`src/rtl/core/isl_pkg.sv`:
```
// Package for the indexed sequential list: command codes, field widths,
// the record type and the control word broadcast to the cells. No dependencies.
`default_nettype none

package isl_pkg;

   localparam int AGE_W = 8;
   localparam int WGT_W = 16;
   localparam int REC_W = AGE_W + WGT_W;
   localparam int POS_W = 7;
   localparam int CNT_W = 7;
   localparam int CMD_W = 2;

   localparam logic [CMD_W-1:0] CMD_INSERT = 2'd0;
   localparam logic [CMD_W-1:0] CMD_DELETE = 2'd1;
   localparam logic [CMD_W-1:0] CMD_READ   = 2'd2;
   localparam logic [CMD_W-1:0] CMD_CLEAR  = 2'd3;

   // Age in the upper byte, weight below it.
   typedef logic [REC_W-1:0] isl_rec_type;

   typedef struct packed {
      logic             ins_go;
      logic             del_go;
      logic [POS_W-1:0] wr_pos;
      logic [POS_W-1:0] rd_pos;
   } isl_ctl_type;

endpackage

`default_nettype wire

```
`src/rtl/core/isl_cell.sv`:
```
// One storage cell of the list chain: holds one record and trades it with
// its neighbors on insert and delete. Depends on isl_pkg.
`default_nettype none

module isl_cell #(
   parameter int IDX_W = 6
) (
   input  wire                      clock,
   input  wire [IDX_W-1:0]          idx,
   input  isl_pkg::isl_ctl_type     ctl,
   input  isl_pkg::isl_rec_type     new_rec,
   input  isl_pkg::isl_rec_type     left_rec,
   input  isl_pkg::isl_rec_type     right_rec,
   output isl_pkg::isl_rec_type     rec,
   output isl_pkg::isl_rec_type     leaf
);
   import isl_pkg::*;

   localparam int CW = (IDX_W > POS_W) ? IDX_W : POS_W;

   logic [CW-1:0] idx_ext;
   logic [CW-1:0] wr_ext;
   logic [CW-1:0] rd_ext;
   isl_rec_type   rec_ff;
   isl_rec_type   rec_in;

   assign idx_ext = CW'(idx);
   assign wr_ext  = CW'(ctl.wr_pos);
   assign rd_ext  = CW'(ctl.rd_pos);

   always_comb begin
      rec_in = rec_ff;
      if (ctl.ins_go && idx_ext > wr_ext) begin
         rec_in = left_rec;
      end else if (ctl.ins_go && idx_ext == wr_ext) begin
         rec_in = new_rec;
      end else if (ctl.del_go && idx_ext >= wr_ext) begin
         rec_in = right_rec;
      end
   end

   always_ff @(posedge clock) begin
      rec_ff <= rec_in;
   end

   assign rec  = rec_ff;
   assign leaf = (idx_ext == rd_ext) ? rec_ff : '0;

endmodule

`default_nettype wire

```
`config.mk`:
```
export PLATFORM = sky130hd
export DESIGN_NAME = isl_cell
export DESIGN_NICKNAME = d
export VERILOG_FILES = /design/src/rtl/core/isl_pkg.sv /design/src/rtl/core/isl_cell.sv
export SDC_FILE = /design/constraint.sdc
export NUM_CORES = 1
export LEC_CHECK = 0
export ABC_AREA = 1
export BUFFER_PORTS_ARGS = -buffer_cell sky130_fd_sc_hd__buf_2
export CORE_ASPECT_RATIO = 1.5
export CORE_MARGIN = 2
export CORE_UTILIZATION = 42
export DETAILED_ROUTE_END_ITERATION = 8
export GPL_TIMING_DRIVEN = 0
export PLACE_DENSITY_LB_ADDON = 0.2
export SETUP_SLACK_MARGIN = 0.02
export SLEW_MARGIN = 10
export SYNTH_ARGS = -nofsm -noshare
export SYNTH_HDL_FRONTEND = slang
export SYNTH_SLANG_ARGS = --single-unit
```
`constraint.sdc`:
```
create_clock -name clock -period 1.9 [get_ports clock]
set_input_delay 0.095 -clock clock [delete_from_list [all_inputs] [get_ports clock]]
set_output_delay 0.095 -clock clock [all_outputs]
set_load 0.02 [all_outputs]
```
After elaboration in Yosys (flattened, before gate mapping)
Index checks and enable logic that the tools add are counted.
- muxes and demuxes: 4
- reduce and logical (&&, ||, !) cells: 4
- equal/unequal tests: 2
- magnitude comparators: 2
- operators with widths (operator ; count):
    two-way mux 24 bit ; 4
    == test 6 x 7 -> 1 bit ; 2
    >= comparator 6 x 7 -> 1 bit ; 1
    greater-than comparator 6 x 7 -> 1 bit ; 1
    logical AND 1 bit ; 3
    nonzero test 3 bit ; 1
- input port bits: 95
- output and inout port bits: 48
- bits in registers: 24
- logic and storage cells: 13

Longest topological paths before layout
- depth after elaboration: 5
- mapped depth: 11
- mapped depth without buffers: 10

Least setup slack after synthesis
No wires, ideal clock.
- path kind: input to register
- from: input ctl[11] in the netlist's numbering
- to: register rec_ff[0], in the netlist rec[0], enable pin
- slack: 0.129 ns
- stages: 7
- library setup time: 0.379 ns
- arrival: 1.392 ns
- path buffers: 0
- required time: 1.521 ns
- cell sequence: inv_1 -> ha_1 -> nand2_2 -> nor2_4 -> and2_1 -> o21bai_1 -> inv_1
- longest elaborated chain between the ends: 3
- elaborated cells between the ends (all ways): 7
- classes of those cells: 2 x order compare; 1 x eq/ne; 4 x reduce/logical
- RTL lines (what ; RTL line ; source):
    start, declared ; isl_cell.sv:10 ; input isl_pkg::isl_ctl_type ctl,
    greater-than comparator 6 x 7 -> 1 bit, or another cell as far along ; isl_cell.sv:33 ; if (ctl.ins_go && idx_ext > wr_ext) begin
    logical AND 1 bit, on equally long branches ; isl_cell.sv:33, isl_cell.sv:35, isl_cell.sv:37 ;
    nonzero test 3 bit (no source line) * ; - ;
    end signal, assigned ; isl_cell.sv:43 ; rec_ff <= rec_in;
    end, declared ; isl_cell.sv:24 ; isl_rec_type rec_ff;
Mark *: on every way between the ends. The rest lies on a longest branch, timed or not.
A chain may end at the register's enable or synchronous reset.

Final worst setup path
- from: input idx[2]
- to: register rec_ff[16], in the netlist rec[16], enable pin
- longest elaborated chain between the ends: 3
- elaborated cells between the ends (all ways): 7
- classes of those cells: 2 x order compare; 1 x eq/ne; 4 x reduce/logical
- RTL lines (what ; RTL line ; source):
    start, declared ; isl_cell.sv:9 ; input wire [IDX_W-1:0] idx,
    greater-than comparator 6 x 7 -> 1 bit, or another cell as far along ; isl_cell.sv:33 ;
    logical AND 1 bit, on equally long branches ; isl_cell.sv:33, isl_cell.sv:35, isl_cell.sv:37 ;
    nonzero test 3 bit (no source line) * ; - ;
Marked as above.

==> results.toml <==
[yosys]
synthesis.area_sq_mm = 0.00206
synth_area_per_cell_sq_um = 7.06
synth_seq_cells = 24
synth_top_area_share = 0.350
yosysTopAreaCell = "edfxtp_1"
synth_area_leaders = "edfxtp_1 (35%), nand2_1 (19%), inv_1 (7.3%)"
synthCells = 292
yosysWarningCount = 0
syn_nets = 393
seq_area_frac_synth = 0.350
synth.distinct_cells = 25

[floorplan]
ioPinCount = 143
placementRows = 31
core_area_sq_mm = 0.00477
die_area_sq_mm = 0.00550
start_util = 0.432
die_h_um = 89.8
die_x_um = 61.2

[clocking]
cts_tree = "built"
clock_path_buffers = 2
cts_sinks = 24
cts_buffers = 3
cts_root_buf = "clkbuf_8"
htreeDepth = 1
clk_pin_slew_ps = 90

[worst_setup_path]
max_stage_delay_ps = 360
startpoint = "idx[2]"
start_kind = "input port"
worstPathArrival_ps = 1620
crit_type = "in2reg"
cp_common_cell = "nand2_1"
slowest_stage = "clkinvlp_4"
path_cells = "buf_2 -> ha_1 -> a21oi_1 -> nand2_1 -> nand2_1 -> nand2_2 -> o21bai_2 -> clkinvlp_4"
required_ps = 1840
crit_path_end_kind = "flip-flop"
cp_max_fo = 12

[power_and_ir_drop]
power_w = 0.00166
combPwrFrac = 0.318
powerDensity_mw_per_mm2 = 564
p_seq_frac = 0.413
p_leak_nw = 1.70
irDropWorstVdd_mv = 0.282
p_sw_frac = 0.310
pwr-share-clk = 0.269
p_int_w = 0.00114
switchingPower_w = 0.000514

[sta]
fmax_ghz = 0.596
fin_crit_sh = 0.883
fin_worst_hold_slack_ps = 119
fin_setup_tns_ps = 0
hold_viol = 0
rsz0062_at_grt = "false"
slew_viol_final = 0
period_minus_slack_ps = 1680
setup_viol_count_final = 0
slew_headroom = 0.689
tightest_slew_ps = 467

[placed_design]
placed_cells = 499
place.gp.congestion = 0.756
hpwlAfterDp_mm = 4.64
numPortBuffers = 141

[routing]
finalWirelength_mm = 5.62
drcViolationCount = 0
ant_nets = 0
vias = 2348
via_per_inst = 4.66
firstDrtPassIters = 4
wire_per_inst_um = 11.1
drt-initial-drc-count = 60

[outcome]
status = "finished clean"

[cells_and_area]
final_cells = 504
diodes = 0
final_nets = 540
largest_reg_flops = 24
final_util = 0.616
layout-drive-gt1-share = 0.395
syn_to_final_growth_pct = 42.4

[grt]
grt_max_degree = 25
grt_pass1_vias = 2189
antenna_found_initial = 0
overflow = 0
grt_pass1_wl_mm = 9.01
grt_usage = 0.207

[hold_path]
hold_path_class = "in2reg"
hold_start = "left_rec[15]"

[flow_run]
maxCapViolCount = 0
==> final cells by class <==
cell class,instances,area [sq um]
Buffer,19,126
Clock buffer,3,41.3
Clock inverter,1,30.0
Fill cell,475,1830
Inverter,40,154
Multi-Input combinational cell,209,1070
Sequential cell,24,721
Tap cell,66,82.6
Timing Repair Buffer,141,706
Timing Repair inverter,1,7.51
==> repair_timing <==
action	4_1_cts	5_1_grt
setup buffers	0	0
setup endpoints to repair	0	24
resized for setup	0	3
hold buffers	0	0
==> layout by cell type, fill, tap and decap left out <==
| cell type | Yosys | routed |
|---|---|---|
| edfxtp_1 | 24 | 24 |
| nand2_1 | 105 | 105 |
| a21oi_2 | 1 | 1 |
| o21bai_2 | 0 | 1 |
| nor3_1 | 26 | 26 |
| a21boi_4 | 1 | 1 |
| bufinv_16 | 0 | 1 |
| nor2_8 | 1 | 1 |
| clkbuf_1 | 3 | 3 |
| nand4_1 | 24 | 24 |
| nand3_1 | 25 | 25 |
| nor2_4 | 1 | 1 |
| and2_1 | 1 | 1 |
| nand3_4 | 1 | 1 |
| xnor2_1 | 2 | 2 |
| nand3b_1 | 1 | 1 |
| nand2_2 | 3 | 3 |
| clkinvlp_4 | 0 | 2 |
| clkbuf_8 | 0 | 3 |
| nor2_1 | 6 | 6 |
| xor2_1 | 2 | 2 |
| buf_6 | 4 | 4 |
| buf_2 | 8 | 149 |
| nand2_4 | 1 | 1 |
| a21oi_1 | 1 | 1 |
| inv_1 | 40 | 39 |
| ha_1 | 6 | 6 |
| buf_4 | 4 | 4 |
==> Yosys cell counts <==
master      n
a21boi_4    1
o21bai_1    1
ha_1        6
nand2_4     1
nand3_1    25
nand2_1   105
buf_4       4
nor2_4      1
xor2_1      2
clkbuf_1    3
nor2_8      1
and2_1      1
buf_2       8
edfxtp_1   24
a21oi_1     1
inv_1      40
nor3_1     26
xnor2_1     2
nor2_1      6
a21oi_2     1
nand3_4     1
nand4_1    24
nand2_2     3
buf_6       4
nand3b_1    1
==> power by group through the flow <==
stage | Combinational (W) | Sequential (W) | Clock, W
after floorplan | 0.000242 | 0.000771 | 0
after global placement | 0.000515 | 0.000695 | 0
after detailed placement | 0.000524 | 0.000697 | 0
after CTS | 0.000525 | 0.000685 | 0.000452
after global routing | 0.000590 | 0.000693 | 0.000473
final | 0.000527 | 0.000683 | 0.000446
==> layer usage <==
metal | global-route usage | vias up | part of all wire
met3 | 0.0273 | 10 | 0.069
met1 | 0.207 | 992 | 0.36
met5 | 0 | - | 0
met4 | 0.0779 | 0 | 0.021
li1 | - | 1252 | -
met2 | 0.398 | 94 | 0.55
==> worst paths after layout <==
kind	to	slack (ps)	cells past startpoint
hold / removal	rec[15]	120	3
setup / recovery	rec[16]	220	8
==> stage by stage <==
step | setup WS [ps] | instance area, sq um
floorplan | 129 | 2060
global placement | -241 | 2850
detailed placement | -256 | 2850
CTS | 31.3 | 2920
global route | 119 | 2940
finish | 223 | 2940
==> critical path: cells and delay by family <==
family,cells,cell delay (ps)
buffers and inverters,2,470
AOI/OAI and AO/OA,2,440
adders and majority gates,1,330
and+or+nand+nor,3,270
==> cell families after synthesis <==
family / Yosys count / share of synthesized area
xor+xnor: 4 / 0.0170
simple gates: 195 / 0.444
buf+inv: 59 / 0.134
flops: 24 / 0.350
fa+ha+maj: 6 / 0.0364
compound gates: 4 / 0.0194
No activity file was read; power rests on OpenSTA's default activity.
